### src/rtl/dhcl_pkg.sv
// Package with types, codes and helpers shared by the lease machine modules.
`timescale 1ns / 1ps
package dhcl_pkg;

   localparam int unsigned RETRY_LIMIT = 3;
   localparam logic [31:0] DEFAULT_LEASE = 32'd3600;
   localparam logic [31:0] RELEASED_DEADLINE = 32'h7fffffff;
   localparam logic [31:0] LEASE_MARGIN_DIV = 32'd14400;

   typedef enum logic [2:0] {
      ACT_TICK    = 3'd0,
      ACT_MESSAGE = 3'd1,
      ACT_RENEW   = 3'd2,
      ACT_LINK    = 3'd3,
      ACT_FOREIGN = 3'd4
   } action_type;

   typedef enum logic [2:0] {
      PH_INIT       = 3'd0,
      PH_REQUESTING = 3'd1,
      PH_BOUND      = 3'd2,
      PH_RENEWING   = 3'd3,
      PH_REBINDING  = 3'd4,
      PH_RENEW_REQ  = 3'd5,
      PH_RELEASED   = 3'd6
   } phase_type;

   localparam logic [1:0] LS_NONE = 2'd0;
   localparam logic [1:0] LS_KERNEL = 2'd1;
   localparam logic [1:0] LS_RAW = 2'd2;

   localparam logic [7:0] MT_OFFER = 8'd2;
   localparam logic [7:0] MT_ACK = 8'd5;
   localparam logic [7:0] MT_NAK = 8'd6;

   localparam logic [2:0] SK_NONE = 3'd0;
   localparam logic [2:0] SK_DISCOVER = 3'd1;
   localparam logic [2:0] SK_SELECT = 3'd2;
   localparam logic [2:0] SK_RENEW = 3'd3;
   localparam logic [2:0] SK_REBIND = 3'd4;

   localparam logic [2:0] EV_NONE = 3'd0;
   localparam logic [2:0] EV_DECONFIG = 3'd1;
   localparam logic [2:0] EV_BOUND = 3'd2;
   localparam logic [2:0] EV_RENEWED = 3'd3;
   localparam logic [2:0] EV_NAK = 3'd4;
   localparam logic [2:0] EV_NAK_DECONFIG = 3'd5;

   localparam logic [2:0] CSR_REQ_ADDR = 3'd0;
   localparam logic [2:0] CSR_LEASE_CAP = 3'd1;
   localparam logic [2:0] CSR_AGG_WINDOW = 3'd2;
   localparam logic [2:0] CSR_AGG_RETRY = 3'd3;
   localparam logic [2:0] CSR_NORM_RETRY = 3'd4;
   localparam logic [2:0] CSR_FALLBACK = 3'd5;

   localparam int unsigned REQ_BITS = 3 + 32 + 8 + 32 + 1 + 32 + 32 + 1 + 32 + 32 + 32;
   localparam int unsigned REQ_DATA_W = 240;
   localparam int unsigned RSP_BITS = 3 + 32 + 32 + 32 + 3 + 3 + 2 + 32 + 31 + 1;
   localparam int unsigned RSP_DATA_W = 176;

   typedef struct packed {
      logic [31:0] fresh_xid;
      logic [31:0] foreign_requested_address;
      logic [31:0] lease_seconds_in;
      logic        lease_valid;
      logic [31:0] offered_address;
      logic [31:0] sid_value;
      logic        sid_valid;
      logic [31:0] message_xid;
      logic [7:0]  message_type;
      logic [31:0] now_seconds;
      logic [2:0]  action;
   } req_type;

   // Classified item handed from the front end to the back end.
   typedef struct packed {
      req_type     req;
      logic [30:0] lease_clamped;
   } work_type;

   typedef struct packed {
      logic        zeroconf_hint;
      logic [30:0] lease_out;
      logic [31:0] next_timeout;
      logic [1:0]  listen_kind;
      logic [2:0]  client_state;
      logic [2:0]  script_event;
      logic [31:0] address_out;
      logic [31:0] server_out;
      logic [31:0] xid_out;
      logic [2:0]  send_kind;
   } rsp_type;

   typedef struct packed {
      logic [31:0] req_addr;
      logic [30:0] lease_cap;
      logic [15:0] agg_window;
      logic [15:0] agg_retry;
      logic [15:0] norm_retry;
      logic [15:0] fallback;
   } csr_type;

   function automatic logic [31:0] retry_delay(input logic [1:0] n);
      logic [31:0] d;
      begin
         case (n)
            2'd0: d = 32'd2;
            2'd1: d = 32'd4;
            default: d = 32'd10;
         endcase
         retry_delay = d;
      end
   endfunction

endpackage

### src/rtl/dhcl_front.sv
// Front end: accepts items and clamps the lease of each item.
`timescale 1ns / 1ps
module dhcl_front (
   input  logic               clock,
   input  logic               reset,
   input  logic               in_valid,
   output logic               in_ready,
   input  dhcl_pkg::req_type  in_req,
   input  logic [30:0]        lease_cap,
   output logic               out_valid,
   input  logic               out_ready,
   output dhcl_pkg::work_type out_work
);
   logic               valid_ff, valid_in;
   dhcl_pkg::work_type work_ff, work_in;
   logic [31:0]        lease_raw;

   assign in_ready = !valid_ff || out_ready;
   assign out_valid = valid_ff;
   assign out_work = work_ff;

   always_comb begin
      lease_raw = in_req.lease_valid ? in_req.lease_seconds_in : dhcl_pkg::DEFAULT_LEASE;
      work_in.req = in_req;
      work_in.lease_clamped = (lease_raw > {1'b0, lease_cap}) ? lease_cap : lease_raw[30:0];
      valid_in = valid_ff;
      if (in_ready) begin
         valid_in = in_valid;
      end
   end

   always_ff @(posedge clock) begin
      if (reset) begin
         valid_ff <= 1'b0;
      end else begin
         valid_ff <= valid_in;
      end
      if (in_ready && in_valid) begin
         work_ff <= work_in;
      end
   end
endmodule

### src/rtl/dhcl_back.sv
// Back end: lease state machine that updates state and builds one result per item.
`timescale 1ns / 1ps
module dhcl_back (
   input  logic               clock,
   input  logic               reset,
   input  logic               in_valid,
   output logic               in_ready,
   input  dhcl_pkg::work_type in_work,
   input  dhcl_pkg::csr_type  csr,
   output logic               out_valid,
   input  logic               out_ready,
   output dhcl_pkg::rsp_type  out_rsp
);
   dhcl_pkg::phase_type phase_ff, phase_in;
   logic [1:0]  retry_ff, retry_in, listen_ff, listen_in;
   logic [31:0] xid_ff, xid_in, server_ff, server_in, wanted_ff, wanted_in;
   logic [31:0] deadline_ff, deadline_in, renew_ff, renew_in, rebind_ff, rebind_in;
   logic [30:0] lease_ff, lease_in;
   logic [31:0] start_ff, start_in, agg_end_ff, agg_end_in, fb_ff, fb_in;
   logic        started_ff, started_in;
   logic [31:0] margin_ff, margin_in;
   logic        rvalid_ff, rvalid_in;
   dhcl_pkg::rsp_type rsp_ff, rsp_in;

   logic        take;
   logic [31:0] now, gap, margin, pause;
   logic [2:0]  send, script;
   logic [31:0] srv;
   logic        hint, do_renew;
   logic [34:0] l7;
   logic [63:0] mprod;

   assign in_ready = !rvalid_ff || out_ready;
   assign take = in_valid && in_ready;
   assign out_valid = rvalid_ff;
   assign out_rsp = rsp_ff;
   assign now = in_work.req.now_seconds;

   // lease / 14400 + 1 from the stored lease, by reciprocal multiply, registered.
   always_comb begin
      mprod = {33'd0, lease_in} * 64'd2443359173;
      margin_in = {13'd0, mprod[63:45]} + 32'd1;
   end

   always_comb begin
      phase_in = phase_ff; retry_in = retry_ff; listen_in = listen_ff;
      xid_in = xid_ff; server_in = server_ff; wanted_in = wanted_ff;
      deadline_in = deadline_ff; renew_in = renew_ff; rebind_in = rebind_ff;
      lease_in = lease_ff; start_in = start_ff; agg_end_in = agg_end_ff;
      fb_in = fb_ff; started_in = started_ff;
      send = dhcl_pkg::SK_NONE; srv = 32'd0; script = dhcl_pkg::EV_NONE; hint = 1'b0;
      do_renew = 1'b0; gap = 32'd0; l7 = 35'd0; pause = 32'd0;
      margin = margin_ff;
      rvalid_in = rvalid_ff;
      if (out_ready) rvalid_in = 1'b0;
      rsp_in = rsp_ff;
      if (take) begin
         if (!started_ff) begin
            started_in = 1'b1;
            agg_end_in = now + {16'd0, csr.agg_window};
            fb_in = now;
            wanted_in = csr.req_addr;
            script = dhcl_pkg::EV_DECONFIG;
         end
         pause = now + ((now < agg_end_in) ? {16'd0, csr.agg_retry}
                                           : {16'd0, csr.norm_retry});
         case (in_work.req.action)
            dhcl_pkg::ACT_TICK: begin
               if (deadline_ff <= now) begin
                  case (phase_ff)
                     dhcl_pkg::PH_INIT: begin
                        if (listen_ff != dhcl_pkg::LS_RAW) begin
                           listen_in = dhcl_pkg::LS_RAW;
                        end else if (retry_ff < 2'(dhcl_pkg::RETRY_LIMIT)) begin
                           if (retry_ff == 2'd0) xid_in = in_work.req.fresh_xid;
                           send = dhcl_pkg::SK_DISCOVER;
                           deadline_in = now + dhcl_pkg::retry_delay(retry_ff);
                           retry_in = retry_ff + 2'd1;
                        end else begin
                           retry_in = 2'd0;
                           deadline_in = pause;
                           hint = now > fb_in;
                        end
                     end
                     dhcl_pkg::PH_REQUESTING, dhcl_pkg::PH_RENEW_REQ: begin
                        if (retry_ff < 2'(dhcl_pkg::RETRY_LIMIT)) begin
                           send = (phase_ff == dhcl_pkg::PH_RENEW_REQ)
                                  ? dhcl_pkg::SK_RENEW : dhcl_pkg::SK_SELECT;
                           srv = server_ff;
                           deadline_in = now + dhcl_pkg::retry_delay(retry_ff);
                           retry_in = retry_ff + 2'd1;
                        end else begin
                           if (phase_ff == dhcl_pkg::PH_RENEW_REQ)
                              script = dhcl_pkg::EV_DECONFIG;
                           retry_in = 2'd0;
                           phase_in = dhcl_pkg::PH_INIT;
                           deadline_in = pause;
                           listen_in = dhcl_pkg::LS_RAW;
                        end
                     end
                     dhcl_pkg::PH_BOUND, dhcl_pkg::PH_RENEWING: begin
                        if (phase_ff == dhcl_pkg::PH_BOUND) begin
                           phase_in = dhcl_pkg::PH_RENEWING;
                           listen_in = dhcl_pkg::LS_KERNEL;
                        end
                        gap = rebind_ff - renew_ff;
                        if (gap <= margin) begin
                           phase_in = dhcl_pkg::PH_REBINDING;
                           deadline_in = now + gap;
                        end else begin
                           send = dhcl_pkg::SK_RENEW;
                           srv = server_ff;
                           renew_in = {1'b0, gap[31:1]} + renew_ff;
                           deadline_in = renew_in + start_ff;
                        end
                     end
                     dhcl_pkg::PH_REBINDING: begin
                        gap = {1'b0, lease_ff} - rebind_ff;
                        if (gap <= margin) begin
                           phase_in = dhcl_pkg::PH_INIT;
                           script = dhcl_pkg::EV_DECONFIG;
                           deadline_in = now;
                           retry_in = 2'd0;
                           listen_in = dhcl_pkg::LS_RAW;
                        end else begin
                           send = dhcl_pkg::SK_REBIND;
                           rebind_in = {1'b0, gap[31:1]} + rebind_ff;
                           deadline_in = rebind_in + start_ff;
                        end
                     end
                     default: deadline_in = dhcl_pkg::RELEASED_DEADLINE;
                  endcase
               end
            end
            dhcl_pkg::ACT_MESSAGE: begin
               if (listen_ff != dhcl_pkg::LS_NONE && in_work.req.message_xid == xid_ff) begin
                  if (phase_ff == dhcl_pkg::PH_INIT) begin
                     if (in_work.req.message_type == dhcl_pkg::MT_OFFER
                         && in_work.req.sid_valid) begin
                        server_in = in_work.req.sid_value;
                        wanted_in = in_work.req.offered_address;
                        phase_in = dhcl_pkg::PH_REQUESTING;
                        deadline_in = now;
                        retry_in = 2'd0;
                     end
                  end else if (phase_ff inside {dhcl_pkg::PH_REQUESTING,
                               dhcl_pkg::PH_RENEW_REQ, dhcl_pkg::PH_RENEWING,
                               dhcl_pkg::PH_REBINDING}) begin
                     if (in_work.req.message_type == dhcl_pkg::MT_ACK) begin
                        lease_in = in_work.lease_clamped;
                        renew_in = {2'd0, lease_in[30:1]};
                        l7 = {1'b0, lease_in, 3'd0} - {4'd0, lease_in};
                        rebind_in = l7[34:3];
                        start_in = now;
                        deadline_in = renew_in + now;
                        wanted_in = in_work.req.offered_address;
                        script = (phase_ff == dhcl_pkg::PH_RENEWING
                                  || phase_ff == dhcl_pkg::PH_REBINDING)
                                 ? dhcl_pkg::EV_RENEWED : dhcl_pkg::EV_BOUND;
                        phase_in = dhcl_pkg::PH_BOUND;
                        listen_in = dhcl_pkg::LS_NONE;
                     end else if (in_work.req.message_type == dhcl_pkg::MT_NAK) begin
                        script = (phase_ff == dhcl_pkg::PH_REQUESTING)
                                 ? dhcl_pkg::EV_NAK : dhcl_pkg::EV_NAK_DECONFIG;
                        phase_in = dhcl_pkg::PH_INIT;
                        deadline_in = now;
                        wanted_in = 32'd0;
                        retry_in = 2'd0;
                        listen_in = dhcl_pkg::LS_RAW;
                     end
                  end
               end
            end
            dhcl_pkg::ACT_RENEW: do_renew = 1'b1;
            dhcl_pkg::ACT_LINK: begin
               agg_end_in = now + {16'd0, csr.agg_window};
               fb_in = now + {16'd0, csr.fallback};
               do_renew = 1'b1;
            end
            dhcl_pkg::ACT_FOREIGN: begin
               do_renew = phase_ff == dhcl_pkg::PH_BOUND
                          && in_work.req.foreign_requested_address != 32'd0
                          && in_work.req.foreign_requested_address == wanted_in;
            end
            default: ;
         endcase
         if (do_renew) begin
            case (phase_ff)
               dhcl_pkg::PH_BOUND: begin
                  listen_in = dhcl_pkg::LS_KERNEL;
                  phase_in = dhcl_pkg::PH_RENEW_REQ;
               end
               dhcl_pkg::PH_RENEWING, dhcl_pkg::PH_REBINDING:
                  phase_in = dhcl_pkg::PH_RENEW_REQ;
               dhcl_pkg::PH_RENEW_REQ: begin
                  script = dhcl_pkg::EV_DECONFIG;
                  listen_in = dhcl_pkg::LS_RAW;
                  phase_in = dhcl_pkg::PH_INIT;
               end
               dhcl_pkg::PH_REQUESTING, dhcl_pkg::PH_RELEASED: begin
                  listen_in = dhcl_pkg::LS_RAW;
                  phase_in = dhcl_pkg::PH_INIT;
               end
               default: ;
            endcase
            retry_in = 2'd0;
            deadline_in = 32'd0;
         end
         rvalid_in = 1'b1;
         rsp_in.send_kind = send;
         rsp_in.xid_out = (send != dhcl_pkg::SK_NONE) ? xid_in : 32'd0;
         rsp_in.server_out = srv;
         rsp_in.address_out = wanted_in;
         rsp_in.script_event = script;
         rsp_in.client_state = phase_in;
         rsp_in.listen_kind = listen_in;
         rsp_in.next_timeout = deadline_in;
         rsp_in.lease_out = lease_in;
         rsp_in.zeroconf_hint = hint;
      end
   end

   always_ff @(posedge clock) begin
      if (reset) begin
         phase_ff <= dhcl_pkg::PH_INIT;
         retry_ff <= 2'd0; listen_ff <= dhcl_pkg::LS_RAW;
         xid_ff <= '0; server_ff <= '0; wanted_ff <= '0; deadline_ff <= '0;
         renew_ff <= '0; rebind_ff <= '0; lease_ff <= '0; start_ff <= '0;
         agg_end_ff <= '0; fb_ff <= '0; started_ff <= 1'b0; margin_ff <= 32'd1;
         rvalid_ff <= 1'b0;
      end else begin
         phase_ff <= phase_in; retry_ff <= retry_in; listen_ff <= listen_in;
         xid_ff <= xid_in; server_ff <= server_in; wanted_ff <= wanted_in;
         deadline_ff <= deadline_in; renew_ff <= renew_in; rebind_ff <= rebind_in;
         lease_ff <= lease_in; start_ff <= start_in; agg_end_ff <= agg_end_in;
         fb_ff <= fb_in; started_ff <= started_in; margin_ff <= margin_in;
         rvalid_ff <= rvalid_in;
      end
      rsp_ff <= rsp_in;
   end
endmodule

### src/rtl/dhcp_client_lease_fsm.sv
// Top level of the DHCP client lease machine: ports, registers and the two halves.
//
//  channel  direction  payload
//  req_     in         tdata: action, now_seconds, message_type, message_xid,
//                      sid_valid, sid_value, offered_address, lease_valid,
//                      lease_seconds_in, foreign_requested_address, fresh_xid
//  rsp_     out        tdata: result fields, one item per request item
//  csr_     in         write enable, register index, 32-bit data
//
// An item is held first in the front register, then in the state update register,
// and one item can be accepted every cycle while rsp_tready does not stall results.
// The lease margin is kept registered beside the lease, so no divider sits in
// the update path. Reset is synchronous; results stall only on rsp_tready.
`timescale 1ns / 1ps
module dhcp_client_lease_fsm (
   input  logic         clock,
   input  logic         reset,
   input  logic         req_tvalid,
   output logic         req_tready,
   // action, now_seconds, message_type, message_xid, sid_valid, sid_value,
   // offered_address, lease_valid, lease_seconds_in, foreign_requested_address,
   // fresh_xid
   input  logic [239:0] req_tdata,
   output logic         rsp_tvalid,
   input  logic         rsp_tready,
   // send_kind, xid_out, server_out, address_out, script_event, client_state,
   // listen_kind, next_timeout, lease_out, zeroconf_hint
   output logic [175:0] rsp_tdata,
   input  logic         csr_we,
   input  logic [2:0]   csr_index,
   input  logic [31:0]  csr_data
);
   dhcl_pkg::csr_type  csr_ff, csr_in;
   dhcl_pkg::work_type work;
   dhcl_pkg::rsp_type  rsp;
   logic               work_valid, work_ready;

   always_comb begin
      csr_in = csr_ff;
      if (csr_we) begin
         case (csr_index)
            dhcl_pkg::CSR_REQ_ADDR:   csr_in.req_addr = csr_data;
            dhcl_pkg::CSR_LEASE_CAP:  csr_in.lease_cap = csr_data[30:0];
            dhcl_pkg::CSR_AGG_WINDOW: csr_in.agg_window = csr_data[15:0];
            dhcl_pkg::CSR_AGG_RETRY:  csr_in.agg_retry = csr_data[15:0];
            dhcl_pkg::CSR_NORM_RETRY: csr_in.norm_retry = csr_data[15:0];
            dhcl_pkg::CSR_FALLBACK:   csr_in.fallback = csr_data[15:0];
            default: ;
         endcase
      end
   end

   always_ff @(posedge clock) begin
      if (reset) begin
         csr_ff.req_addr <= 32'd0;
         csr_ff.lease_cap <= 31'd31536000;
         csr_ff.agg_window <= 16'd60;
         csr_ff.agg_retry <= 16'd3;
         csr_ff.norm_retry <= 16'd54;
         csr_ff.fallback <= 16'd120;
      end else begin
         csr_ff <= csr_in;
      end
   end

   dhcl_front u_front (
      .clock(clock), .reset(reset),
      .in_valid(req_tvalid), .in_ready(req_tready),
      .in_req(dhcl_pkg::req_type'(req_tdata[dhcl_pkg::REQ_BITS-1:0])),
      .lease_cap(csr_ff.lease_cap),
      .out_valid(work_valid), .out_ready(work_ready), .out_work(work)
   );

   dhcl_back u_back (
      .clock(clock), .reset(reset),
      .in_valid(work_valid), .in_ready(work_ready), .in_work(work),
      .csr(csr_ff),
      .out_valid(rsp_tvalid), .out_ready(rsp_tready), .out_rsp(rsp)
   );

   assign rsp_tdata = {{(dhcl_pkg::RSP_DATA_W - dhcl_pkg::RSP_BITS){1'b0}}, rsp};

`ifndef ASSERT_OFF
   a_rsp_hold: assert property (@(posedge clock) disable iff (reset)
      rsp_tvalid && !rsp_tready |=> rsp_tvalid && $stable(rsp_tdata))
      else $error("result changed while stalled");
   a_lease_cap: assert property (@(posedge clock) disable iff (reset)
      rsp_tvalid && $past(!csr_we) |-> rsp.lease_out <= csr_ff.lease_cap
      || rsp.lease_out == 31'd0 || rsp.script_event != dhcl_pkg::EV_BOUND)
      else $error("lease above cap");
   a_no_send_xid: assert property (@(posedge clock) disable iff (reset)
      rsp_tvalid && rsp.send_kind == dhcl_pkg::SK_NONE |-> rsp.xid_out == 32'd0)
      else $error("xid on empty send");
`endif
endmodule
### config.mk
export PLATFORM = sky130hd
export DESIGN_NAME = dhcp_client_lease_fsm
export DESIGN_NICKNAME = d
export VERILOG_FILES = /design/src/rtl/dhcl_pkg.sv /design/src/rtl/dhcl_front.sv /design/src/rtl/dhcl_back.sv /design/src/rtl/dhcp_client_lease_fsm.sv
export SDC_FILE = /design/constraint.sdc
export NUM_CORES = 2
export LEC_CHECK = 0
export BUFFER_PORTS_ARGS = -buffer_cell sky130_fd_sc_hd__buf_4
export CORE_AREA = 4 4 356 358
export CTS_CLUSTER_DIAMETER = 200
export DETAILED_ROUTE_END_ITERATION = 7
export DIE_AREA = 0 0 360 362
export PLACE_DENSITY = 0.9
export SYNTH_ARGS = -nofsm -noshare
export SYNTH_HDL_FRONTEND = slang
export SYNTH_SLANG_ARGS = --single-unit
### constraint.sdc
create_clock -name clock -period 19.8 [get_ports clock]
set_input_delay 2.97 -clock clock [delete_from_list [all_inputs] [get_ports clock]]
set_output_delay 2.97 -clock clock [all_outputs]
set_load 0.005 [all_outputs]
==> summary.md <==
| Metric | Value |
|---|---|
| Overall fraction of global-route tracks in use | `40.4%` |
| Fraction of layout instances using a drive strength above 1 | `10.9%` |
| Most common cell in the synthesized netlist | `sky130_fd_sc_hd__nand2_1` |
| Switching power | `1.62 mW` |
| Largest family of logic cells by synthesized area | `adder cells` |
| Worst setup path start | `rsp_tready` |
| Part of the Yosys area used for sequential elements | `29.4%` |
| Cell Rows | `129` |
| Vias | `67,479` |
| Largest net degree at the start of global routing | `169` |
| Post-synthesis share of cell area spent on and, or, nand and nor gates | `14.8%` |
| Iteration count of the initial detailed-routing pass | `7` |
| Internal power | `3.42 mW` |
| Routed Antenna Nets | `0` |
| Max-cap violations | `0` |
| Highest-delay cell along the critical path | `sky130_fd_sc_hd__nor4b_1` |
| CTS H-tree depth | `3` |
| Min-Delay Startpoint | `u_back.server_ff[20]` |
| Number of I/O pins | `458` |
| Area added between synthesis and finish | `11.9%` |
| DRC | `0` |
| Number of design-rule violations left by the first detailed-router iteration | `8,004` |
| Reg-to-Reg Start | `u_front.out_work[75]` |
| Sw frac | `32.2%` |
| Outcome | `completed` |
| Post-synth design cell area | `73,900 µm²` |
| Final count of negative-setup-slack endpoints | `0` |
| Worst Path Max Fanout | `85` |
| CTS Sinks | `881` |
| TritonCTS buffer count | `96` |
| Flip-flop count of the largest register after layout | `235` |
| Final hold vios | `0` |
| Number of instances resized during post-cts repair | `0` |
| Most repeated library cell on the critical path | `sky130_fd_sc_hd__fa_1` |
| Element type at the critical path start | `input pin` |
| HPWL reported at the end of detailed placement | `205 mm` |
| Hold buffer count at cts | `0` |
| Global-route wire length before repair | `404 mm` |
| Fraction of synthesis flops using an asynchronous set or reset pin | `0%` |
| Number of nets in the final layout | `10,171` |
| Post-Syn Area per Cell | `8.90 µm²` |
| Leading post-synthesis cells by cell area | `sky130_fd_sc_hd__edfxtp_1 17%, sky130_fd_sc_hd__ha_1 15%, sky130_fd_sc_hd__dfxtp_1 13%, sky130_fd_sc_hd__fa_1 9.2%, sky130_fd_sc_hd__nand2_1 5.2%` |
| GP Congestion | `0.987` |
| Setup repair after global routing missed its margin | `false` |
| Clock share of power | `37.9%` |
| Antenna violations before repair | `21` |
| Final critical path time including I/O delays and setup | `13.25 ns` |
| Path type of the worst setup path | `input pin to register` |
| Clock-pin slew reported for the worst setup and hold paths after clock tree synthesis | `0.06 ns` |
| Worst Tran Pin Value | `1.33 ns` |
| Cell chosen for the clock root | `sky130_fd_sc_hd__clkbuf_16` |
| Cell types with the highest counts after synthesis | `1,016 x sky130_fd_sc_hd__nand2_1, 886 x sky130_fd_sc_hd__ha_1, 821 x sky130_fd_sc_hd__inv_1, 685 x sky130_fd_sc_hd__a21oi_1, 551 x sky130_fd_sc_hd__nor2_1` |
| Reported leakage power | `37.2 nW` |
| Die height | `362 µm` |
| Largest voltage drop on the vdd net | `77.9 µV` |
| Maximum clock frequency | `0.0755 GHz` |
| Ratio of routed vias to standard cells | `6.49` |
| Number of cells traversed by the worst hold path | `2` |
| Data arrival time of the worst path | `13.88 ns` |
| Chip width | `360 µm` |
| Setup total negative slack | `0 ns` |
| PortBufs | `449` |
| CTS tree | `built` |
| Number of buffers on the longest clock path | `3` |
| Number of enable flip-flop cells after synthesis | `406` |
| Vias in the first global route | `66,301` |
| Slowest stage delay, CP | `0.82 ns` |
| Arithmetic-cell share of the synthesized area counting full adders, half adders and majority gates | `24.2%` |
| Area of the core | `123,000 µm²` |
| Portion of netlist area occupied by mux cells | `3.21%` |
| Worst Hold Class | `register to register` |
| Library cell occupying the most area in the post-synthesis netlist | `sky130_fd_sc_hd__edfxtp_1` |
| Tcrit/Tclk final | `66.9%` |
| Worst reg2reg path depth | `37` |
| Rel. slew slack | `10.6%` |
| Leftover overflow at the end of global routing | `0` |
| Complex-gate fraction of the synthesized area | `17.6%` |
| Overall power of the completed layout | `5.04 mW` |
| Die area | `130,000 µm²` |
| Buffer count from post-CTS setup fixing | `0` |
| Fraction of power consumed by combinational cells | `21.9%` |
| Routed length per placed instance | `26.2 µm` |
| Count of yosys warnings during synthesis | `0` |
| Final wirelength | `272 mm` |
| Clock Latency Late Sink | `0.78 ns` |
| Starting density of the core | `59.9%` |
| Share of the synthesized area in the top cell type | `16.5%` |
| Category of the worst setup path capture point | `register` |
| XOR/XNOR Fraction of Synth Area | `4.83%` |
| Leading register cell type out of synthesis | `sky130_fd_sc_hd__dfxtp_1` |
| Worst setup skew after layout | `0.0939 ns` |
| Synthesized instance count | `8,297` |
| Flip-flop and latch count after synthesis | `881` |
| Worst path required time | `20.43 ns` |
| Sequential cell fraction of total power | `40.2%` |
| Final-report max-slew violation count | `0` |
| Power density relative to cell area | `61.0 nW/µm²` |
| Count of cell types in the netlist | `109` |
## power groups by stage
stage,clock network [mW],registers (mW),logic [mW]
floorplan,0,2.06,0.641
global placement,0,2.06,1.02
detailed placement,0,2.06,1.05
CTS,1.90,2.02,1.06
global route,1.98,2.03,1.16
finish,1.91,2.03,1.10
## cells in the final DEF (no fill, tap or decap), drive strengths merged, types with 122 or more instances in the layout
| cell | Yosys | final |
|---|---|---|
| inv | 821 | 826 |
| mux2i | 163 | 163 |
| fa | 338 | 338 |
| a211oi | 122 | 122 |
| clkbuf | 279 | 133 |
| edfxtp | 406 | 406 |
| a21o | 191 | 191 |
| a21oi | 717 | 717 |
| dfxtp | 475 | 475 |
| nor3 | 141 | 141 |
| nand2 | 1016 | 1016 |
| buf | 50 | 597 |
| xnor2 | 300 | 300 |
| o21ai | 357 | 357 |
| ha | 886 | 886 |
| nor2 | 554 | 554 |
## critical path, delay by kind of cell
kind,cells,cell delay [ns]
AOI/OAI and AO/OA,3,0.91
muxes,1,0.64
buffers and inverters,7,1.12
xor gates and xnor gates,1,0.16
adders and majority gates,9,4.53
and+or+nand+nor,11,3.40
## cell families after synthesis
kind of cell,count (synthesis)
AOI/OAI and AO/OA,2013
xor gates and xnor gates,406
adders and majority gates,1224
buffers and inverters,1158
DFF,881
muxes,229
other,1
and+or+nand+nor,2385
## routing by layer
metal,vias to the layer above,part of all wire (%),wire (µm),GRT usage [%]
met5,-,0.048,131,0
met4,16,7.3,20000,24.4
met3,1181,12,31600,11.2
met2,4306,44,119000,62.7
met1,32012,37,102000,50.3
li1,29964,-,-,-
## metrics by stage
step,setup WS [ns],utilization [%],cell area (µm²),cells,hold WS (ns)
global route,6.21,67.0,82600,10392,0.460
floorplan,7.59,-,73900,8301,0.425
global placement,6.30,64.3,79300,10206,0.433
CTS,6.76,67.0,82600,10388,0.447
finish,6.55,67.0,82700,10401,0.446
detailed placement,6.07,64.3,79300,10206,0.441
## cell type report
type	instances	area, µm²
Multi-Input combinational cell	6262	47900
Fill cell	9473	40600
Sequential cell	881	21700
Timing Repair Buffer	597	4540
Inverter	829	3120
Clock buffer	133	2730
Tap cell	1637	2050
Clock inverter	49	598
Antenna cell	13	32.5
## final timing paths
check	slack, ns	endpoint
min	0.45	u_back.server_ff[20]
max reg2reg	6.60	u_back.margin[11]
min reg2reg	0.45	u_back.server_ff[20]
max	6.55	u_back.margin[11]
(Power assumes the default switching activity.)
